--- config.mk ---
export PLATFORM = sky130hd
export DESIGN_NAME = prs2_rank4
export DESIGN_NICKNAME = d
export VERILOG_FILES = /design/src/rtl/prs2_pkg.sv /design/src/rtl/prs2_rank4.sv
export SDC_FILE = /design/constraint.sdc
export NUM_CORES = 1
export LEC_CHECK = 0
export BUFFER_PORTS_ARGS = -buffer_cell sky130_fd_sc_hd__buf_2
export CORE_ASPECT_RATIO = 0.8
export CORE_UTILIZATION = 41
export DETAILED_ROUTE_END_ITERATION = 10
export PLACE_DENSITY = 0.66
export RECOVER_POWER = 100
export SLEW_MARGIN = 20
export SYNTH_ARGS = -nofsm -noshare
export SYNTH_HDL_FRONTEND = slang
export SYNTH_SLANG_ARGS = --single-unit
--- constraint.sdc ---
create_clock -name vclk -period 23.6
set_input_delay 4.72 -clock vclk [all_inputs]
set_output_delay 4.72 -clock vclk [all_outputs]
set_load 0.03 [all_outputs]
--- src/rtl/prs2_pkg.sv ---
// Shared constants and types for the 2x2 rank-order downsampler.
// Used by prs2_rank4, pyramid_rank_select_2x2_unit and its bench; depends on nothing.
package prs2_pkg;

  // Pixel and configuration field widths
  localparam int PIX_W  = 8;
  localparam int DIM_W  = 12;
  localparam int LIM_W  = 11;
  localparam int RANK_W = 3;
  localparam int CFG_W  = 12;
  localparam int IDX_W  = 3;

  // Default size limits of the line store and row counter
  localparam int DEF_MAX_WIDTH  = 2048;
  localparam int DEF_MAX_HEIGHT = 2048;

  // Configuration register indexes
  localparam logic [IDX_W-1:0] REG_IN_WIDTH   = 3'd0;
  localparam logic [IDX_W-1:0] REG_IN_HEIGHT  = 3'd1;
  localparam logic [IDX_W-1:0] REG_OUT_WIDTH  = 3'd2;
  localparam logic [IDX_W-1:0] REG_OUT_HEIGHT = 3'd3;
  localparam logic [IDX_W-1:0] REG_RANK       = 3'd4;

  // Register reset values
  localparam logic [DIM_W-1:0]  RST_IN_WIDTH   = 12'd2048;
  localparam logic [DIM_W-1:0]  RST_IN_HEIGHT  = 12'd2048;
  localparam logic [LIM_W-1:0]  RST_OUT_WIDTH  = 11'd1024;
  localparam logic [LIM_W-1:0]  RST_OUT_HEIGHT = 11'd1024;
  localparam logic [RANK_W-1:0] RST_RANK       = 3'd1;

  // Rank codes
  localparam logic [RANK_W-1:0] RANK_ZERO = 3'd0;
  localparam logic [RANK_W-1:0] RANK_MIN  = 3'd1;
  localparam logic [RANK_W-1:0] RANK_LO   = 3'd2;
  localparam logic [RANK_W-1:0] RANK_HI   = 3'd3;

  typedef logic [PIX_W-1:0] pixel_t;

endpackage

--- src/rtl/prs2_rank4.sv ---
// Four-input sorting network with rank selection.
// Depends on prs2_pkg for pixel type and rank codes.
module prs2_rank4 (
  input  prs2_pkg::pixel_t              a,
  input  prs2_pkg::pixel_t              b,
  input  prs2_pkg::pixel_t              c,
  input  prs2_pkg::pixel_t              d,
  input  logic [prs2_pkg::RANK_W-1:0]   rank,
  output prs2_pkg::pixel_t              y
);

  prs2_pkg::pixel_t lo_ab, hi_ab, lo_cd, hi_cd;
  prs2_pkg::pixel_t s0, s1, s2, s3, m_lo, m_hi;

  always_comb begin
    // sort pairs, then merge extremes, then order the middle pair
    lo_ab = (a < b) ? a : b;
    hi_ab = (a < b) ? b : a;
    lo_cd = (c < d) ? c : d;
    hi_cd = (c < d) ? d : c;
    s0    = (lo_ab < lo_cd) ? lo_ab : lo_cd;
    m_lo  = (lo_ab < lo_cd) ? lo_cd : lo_ab;
    s3    = (hi_ab < hi_cd) ? hi_cd : hi_ab;
    m_hi  = (hi_ab < hi_cd) ? hi_ab : hi_cd;
    s1    = (m_lo < m_hi) ? m_lo : m_hi;
    s2    = (m_lo < m_hi) ? m_hi : m_lo;

    case (rank)
      prs2_pkg::RANK_ZERO: y = s0;
      prs2_pkg::RANK_MIN:  y = s0;
      prs2_pkg::RANK_LO:   y = s1;
      prs2_pkg::RANK_HI:   y = s2;
      default:             y = s3;
    endcase
  end

endmodule

==> results of run 1 <==
-- report_power, final --
group / internal (W) / switching [W]
registers: 0 / 0
logic: 0.0000453 / 0.0000782
clock network: 0 / 0
-- per-layer routing --
metal | global-route usage | vias to the layer above | wire (um)
met2 | 0.3519 | 84 | 2402
met4 | 0.02455 | 0 | 66
met3 | 0.01111 | 6 | 327
met1 | 0.3342 | 1013 | 2905
li1 | - | 1167 | -
met5 | 0 | - | 0
-- cells in the mapped netlist, drive strengths merged --
cell type	number	area (um2)
a41o	1	10.01
a41oi	1	27.53
nor2	30	112.6
a21boi	2	18.77
nand4	3	18.77
o21a	5	37.54
o22ai	1	12.51
clkbuf	7	26.28
nor2b	4	25.02
mux2i	19	190.2
nor3	2	15.01
a21o	16	120.1
inv	33	123.9
o21ai	34	170.2
o22a	1	8.760
a21oi	25	128.9
nor4	1	6.260
o211ai	3	22.52
buf	5	36.28
and3	2	12.51
nand2b	1	6.260
nand2	10	40.04
nand3	19	95.09
a2111oi	1	27.53
a221o	2	20.02
a211o	2	17.52
and4	1	8.760
o221ai	7	61.31
ha	32	400.4
a31oi	3	18.77
a32oi	7	61.31
nor4b	1	15.01
a2bb2oi	1	15.01
mux2	6	71.31
and2	2	12.51
o31ai	1	21.27
a311oi	1	26.28
-- worst max-delay path: cells and delay by family --
family | cells | cell delay (ns)
simple gates | 7 | 1.90
compound gates | 15 | 4.94
fa+ha+maj | 3 | 0.93
buf+inv | 4 | 0.46
-- final timing paths --
check / from / to / slack, ns / cells after the start
worst max-delay path: d[6] / y[5] / 5.93 / 29
worst min-delay path: rank[2] / y[0] / 10.05 / 4
-- kinds of logic (layout without fill, tap and decap cells) --
family / count (synthesis) / after routing / share of synthesized area
mux: 25 / 25 / 0.1281
compound gates: 114 / 114 / 0.4044
simple gates: 76 / 76 / 0.1801
buf+inv: 45 / 77 / 0.09130
fa+ha+maj: 32 / 32 / 0.1961
-- area by class of cell --
class | instances | area (um2)
fillers | 510 | 2432
multi-input cells | 247 | 1832
inverters | 33 | 123.9
well taps | 60 | 75.07
repair buffers | 44 | 216.5
-- metrics by stage --
stage | setup WS [ns] | util
2_1_floorplan | 8.425 | -
3_3_place_gp | 7.625 | 0.4866
3_5_place_dp | 7.522 | 0.4866
4_1_cts | 7.514 | 0.4866
5_1_grt | 5.185 | 0.4802
6_report | 5.926 | 0.4802
==> flow_metrics.tcl, run 1 <==
set metrics [dict create \
    drv_cap 1 \
    register_area_um2 0 \
    tightest_slew_ns 2.248 \
    diodes 0 \
    violations "capacitance limit, slew limit" \
    powerDensity_nw_per_um2 54.96 \
    ir_drop_mv 0.03264 \
    via_per_inst 5.911 \
    fin_crit_sh 0.7489 \
    cts_setup_buffers 0 \
    rsz0062_at_grt "no" \
    synth_area_um2 2042 \
    syn_avg_cell_area_um2 6.993 \
    synthCells 292 \
    drive_above_1_share 0.1605 \
    arrival_ns 12.95 \
    fin_hold_ws_ns 10.05 \
    cpPeakStageDelay_ns 1.61 \
    rows 22 \
    final_common_cell "buf_2" \
    first_iter_violations 149 \
    detail_route.wl_per_cell_um 14.85 \
    critPathMostFrequentCell "a21o_1" \
    syn_nets 359 \
    grt_use_total 0.2214 \
    design.seq.count 0 \
    die_h_um 65.12 \
    start_kind "primary input" \
    post_dp_cell_area_um2 2277 \
    fin_cells 384 \
    layout_common_cells "buf_2 (38), inv_1 (33), ha_1 (32)" \
    cts.repair.resized 0 \
    antenna_found_initial 0 \
    setup_violations 0 \
    portBuffers 43 \
    cp-end-kind "output port" \
    postCtsHoldBufs 0 \
    p_leak_nw 1.158 \
    hold_viol_final 0 \
    firstDrtPassIters 5 \
    dr_total_vias 2270 \
    die_area_um2 5268 \
    finish.instance_area_um2 2247 \
    routed_wl_um 5703 \
    synthDistinctLibCells 46 \
    final_max_slew_viol_count 26 \
    dp_hpwl_um 4843 \
    period_needed_ns 17.67 \
    fmax_mhz 56.58 \
    die_w_um 80.90 \
    crit_path_top_delay_cell "a41oi_1" \
    cp.required_ns 18.88 \
    criticalPathCategory "in2out" \
    grt_pass1_vias 1979 \
    yosysSeqAreaShare 0 \
    pin_count 43 \
    dp_cells 384 \
    power.total_w 0.0001235 \
    fin_nets 393 \
    tns_ns 0 \
    hold_path_class "in2out" \
    drtAntennaViolNets 0 \
    status "finished, violations left" \
    drcViolationCount 0 \
    nClkBuffers 0 \
    areaGrowthSynthToFinish_pct 10.05 \
    grt_pass1_wl_um 9246 \
    overflow 0 \
    grt_max_degree 26 \
    initial_core_util 0.4364 \
    relSlewSlack -0.5182 \
    path_max_fanout 25 \
    core_area_um2 4679 \
    ys_warn_count 0 \
    gp_congestion 0.9318 \
]
Power figures use the tool's default switching activity.
==> inputs of run 2 (changes only) <==
--- a/config.mk
+++ b/config.mk
@@ -5,6 +5,7 @@
 export SDC_FILE = /design/constraint.sdc
 export NUM_CORES = 1
 export LEC_CHECK = 0
+export ABC_AREA = 1
 export BUFFER_PORTS_ARGS = -buffer_cell sky130_fd_sc_hd__buf_2
 export CORE_ASPECT_RATIO = 0.8
 export CORE_UTILIZATION = 41
==> constraint.sdc (replaced) <==
create_clock -name vclk -period 18.2
set_input_delay 3.64 -clock vclk [all_inputs]
set_output_delay 3.64 -clock vclk [all_outputs]
set_load 0.03 [all_outputs]
==> flow_metrics.tcl, run 2 <==
set metrics [dict create \
    diodes 0 \
    areaGrowthSynthToFinish_pct 8.607 \
    pin_count 43 \
    gp_congestion 0.8462 \
    fin_cells 468 \
    ys_top_cells_by_area "nand2_1 (24%), ha_1 (20%), nand3_1 (11%)" \
    cp-end-kind "output port" \
    relSlewSlack -0.1761 \
    arrival_ns 10.82 \
    fmax_mhz 69.18 \
    hold_path_class "in2out" \
    nClkBuffers 0 \
    setup_violations 0 \
    critPathMostFrequentCell "nand2_1" \
    synthDistinctLibCells 24 \
    fillers 524 \
    syn_avg_cell_area_um2 5.318 \
    synth_area_um2 2021 \
    detail_route.wl_per_cell_um 11.86 \
    first_iter_violations 183 \
    violations "capacitance limit, slew limit" \
    crit_chain "buf_2 > inv_1 > ha_1 > a21oi_1 > nor2_1 > nor3_1 > nand2_1 > a21oi_1 > ha_1 > a21oi_1 > nor2_1 > a211oi_1 > nand2_1 > o21ai_0 > ha_1 > nand2_1 > nor2_1 > a211oi_1 > nand2_1 > nand2_1 > nand3_1 > nand4_1 > clkbuf_1" \
    synthCells 380 \
    post_dp_cell_area_um2 2231 \
    portBuffers 43 \
    crit_path_top_delay_cell "a211oi_1" \
    ys_top_cells_by_count "nand2_1 (131), nand3_1 (46), inv_1 (42)" \
    critPathTopFamily "simple AND/OR/NAND/NOR gates" \
    synth_top_family_by_area "simple AND/OR/NAND/NOR gates" \
    power.total_w 0.0001900 \
    fin_nets 477 \
    yosysSeqAreaShare 0 \
    drtAntennaViolNets 0 \
    p_leak_nw 1.227 \
    postCtsHoldBufs 0 \
    rsz0062_at_grt "no" \
    synth_top_area_frac 0.2433 \
    grt_pass1_wl_um 9625 \
    powerDensity_nw_per_um2 86.58 \
    initial_core_util 0.4344 \
    grt_pass1_vias 2136 \
    ir_drop_mv 0.04184 \
    hold_viol_final 0 \
    cp.required_ns 14.56 \
    grt_max_degree 31 \
    drive_above_1_share 0.1201 \
    drv_cap 1 \
    start_kind "primary input" \
    dp_hpwl_um 4751 \
    post-synth-top-count-cell "nand2_1" \
    synth_mux_area_frac 0 \
    register_area_um2 0 \
    routed_wl_um 5550 \
    postLayoutSetupSlackWorst_ns 3.744 \
    synthXorXnorAreaFrac 0 \
    fin_crit_sh 0.7943 \
    tns_ns 0 \
    wl_met3_um 253 \
    die_h_um 64.79 \
    criticalPathCategory "in2out" \
    cts.repair.resized 0 \
    dpl_worst_slack_ns 5.776 \
    synth-simple-area-share 0.4799 \
    yosys.area.top_type "nand2_1" \
    drcViolationCount 0 \
    final_common_cell "nand2_1" \
    design.seq.count 0 \
    via_per_inst 5.308 \
    die_w_um 80.49 \
    path_max_fanout 28 \
    tightest_slew_ns 1.754 \
    grt_use_total 0.2283 \
    top_layer_used "met4" \
    synth_compound_area_frac 0.1988 \
    cts_setup_buffers 0 \
    ys_warn_count 0 \
    layout_common_cells "nand2_1 (133), nand3_1 (46), inv_1 (42)" \
    die_area_um2 5215 \
    final_max_slew_viol_count 18 \
    met2_wirelength_um 2321 \
    core_area_um2 4652 \
    synth_fa_ha_area_frac 0.1981 \
    m1WireLength_um 2955 \
    finish.instance_area_um2 2195 \
    dp_cells 468 \
    period_needed_ns 14.46 \
    cpPeakStageDelay_ns 1.33 \
    crit_buf_inv 3 \
    status "finished, violations left" \
    overflow 0 \
    antenna_found_initial 0 \
    dr_total_vias 2484 \
    firstDrtPassIters 5 \
    rows 22 \
    syn_nets 447 \
]
[run 2: final cells by class]
type	count	area [um2]	area share
Multi-Input combinational cell	320	1740	0.7930
Tap cell	60	75.07	0.03421
Timing Repair Buffer	43	210.2	0.09578
Inverter	45	168.9	0.07697
[run 2: through the flow]
| step | hold WS, ns | utilization |
|---|---|---|
| final | 7.807 | 0.4718 |
| after detailed placement | 7.802 | 0.4796 |
| after global routing | 7.853 | 0.4718 |
| after global placement | 7.798 | 0.4796 |
| after floorplan | 7.704 | - |
| after CTS | 7.804 | 0.4796 |
[run 2: report_power, final]
| group | leakage, nW | switching (W) | total (W) | internal (W) |
|---|---|---|---|---|
| sequential | 0 | 0 | 0 | 0 |
| clock | 0 | 0 | 0 | 0 |
| combinational | 1.23 | 0.000131 | 0.000190 | 0.0000588 |
| total | 1.23 | 0.000131 | 0.000190 | 0.0000588 |
[run 2: cells by family after synthesis]
group,Yosys count
and+or+nand+nor,219
AOI/OAI and AO/OA,69
buffers and inverters,60
adders and majority gates,32
[run 2: layer usage]
| metal | track usage | up-vias |
|---|---|---|
| li1 | - | 1326 |
| met1 | 0.3464 | 1075 |
| met2 | 0.3750 | 79 |
| met3 | 0.001408 | 4 |
| met4 | 0.008929 | 0 |
| met5 | 0 | - |
[run 2: worst paths after layout]
check,startpoint,end,slack (ns),depth (start not counted)
hold / removal,rank[0],y[3],7.81,5
setup / recovery,d[5],y[0],3.74,23
==> inputs of run 3 (changes only) <==
==> constraint.sdc (replaced) <==
create_clock -name vclk -period 14.9
set_input_delay 2.98 -clock vclk [all_inputs]
set_output_delay 2.98 -clock vclk [all_outputs]
set_load 0.03 [all_outputs]
==> flow_metrics.tcl, run 3 (same netlist as run 2, synthesis figures left out) <==
set metrics [dict create \
    via_per_inst 5.248 \
    powerDensity_nw_per_um2 105.1 \
    die_area_um2 5215 \
    layout_common_cells "nand2_1 (132), nand3_1 (46), buf_2 (43)" \
    fmax_mhz 81.56 \
    drv_cap 1 \
    design.seq.count 0 \
    initial_core_util 0.4344 \
    path_max_fanout 30 \
    power.total_w 0.0002331 \
    m1WireLength_um 2982 \
    rows 22 \
    register_area_um2 0 \
    diodes 0 \
    die_w_um 80.49 \
    drive_above_1_share 0.1348 \
    drcViolationCount 0 \
    period_needed_ns 12.26 \
    violations "capacitance limit, slew limit" \
    relSlewSlack -0.1722 \
    cts.repair.resized 0 \
    antenna_found_initial 0 \
    dr_total_vias 2456 \
    grt_pass1_wl_um 9839 \
    met2_wirelength_um 2399 \
    grt_max_degree 31 \
    die_h_um 64.79 \
    dp_cells 468 \
    grt_pass1_vias 2156 \
    arrival_ns 9.28 \
    routed_wl_um 5598 \
    grt_use_total 0.2319 \
    first_iter_violations 140 \
    status "finished, violations left" \
    dp_hpwl_um 4850 \
    final_max_slew_viol_count 18 \
    core_area_um2 4652 \
    fin_cells 468 \
    areaGrowthSynthToFinish_pct 9.783 \
    tns_ns 0 \
    start_kind "primary input" \
    rsz0062_at_grt "no" \
    dpl_worst_slack_ns 3.710 \
    tightest_slew_ns 1.748 \
    drtAntennaViolNets 0 \
    p_leak_nw 1.243 \
    criticalPathCategory "in2out" \
    top_layer_used "met4" \
    fin_nets 477 \
    ir_drop_mv 0.04399 \
    gp_congestion 0.8414 \
    hold_path_class "in2out" \
    cts_setup_buffers 0 \
    overflow 0 \
    postCtsHoldBufs 0 \
    setup_violations 0 \
    pin_count 43 \
    crit_start "a[7]" \
    portBuffers 43 \
    final_common_cell "nand2_1" \
    detail_route.wl_per_cell_um 11.96 \
    firstDrtPassIters 5 \
    fin_hold_ws_ns 6.475 \
    cp.required_ns 11.92 \
    hp-start "rank[0]" \
    wl_met3_um 201 \
    nClkBuffers 0 \
    fin_crit_sh 0.8229 \
    postLayoutSetupSlackWorst_ns 2.639 \
    hold_viol_final 0 \
    cp-end-kind "output port" \
]
## run 3: changes by cell type in the layout (fill, tap and decap cells not counted), sizes merged
cell | before | now
buf | 39 | 43
clkbuf | 4 | 0
## run 3: cell type report
type	instances	area, um2
fillers	525	2434
multi-input cells	320	1759
repair buffers	43	215.2
inverters	45	168.9
well taps	60	75.07
## run 3: path summary, 6_finish.rpt
path / to / slack (ns) / cells after the start
worst min-delay path: y[4] / 6.48 / 5
worst max-delay path: y[1] / 2.64 / 21
## run 3: through the flow
stage | area (um2) | util
after floorplan | 2021 | -
after global placement | 2231 | 0.4796
after detailed placement | 2231 | 0.4796
after CTS | 2231 | 0.4796
after global routing | 2218 | 0.4769
final | 2218 | 0.4769
## run 3: critical path: stages
cell and delay (ns):
buf_2 0.11, ha_1 0.30, a21oi_1 0.17, o21a_2 0.25, nand2_4 0.19, o21ai_0 0.50, ha_1 0.32, nand2_1 0.08
nor2_1 0.05, a211oi_1 0.25, nand2_1 0.39, o21ai_0 0.54, ha_1 0.32, nand2_1 0.08, nor2_1 0.05, a211oi_1 1.33
nand2_1 0.73, nand2_1 0.21, nand3_1 0.11, nand4_1 0.11, buf_2 0.21
## run 3: layer usage
layer,global-route usage,vias to the layer above
li1,-,1327
met1,0.3497,1058
met2,0.3782,69
met3,0.004225,2
met4,0.01563,0
met5,0,-
## run 3: power breakdown
part / switching (W) / internal, W
combinational: 0.000160 / 0.0000733
clock: 0 / 0
sequential: 0 / 0
total: 0.000160 / 0.0000733
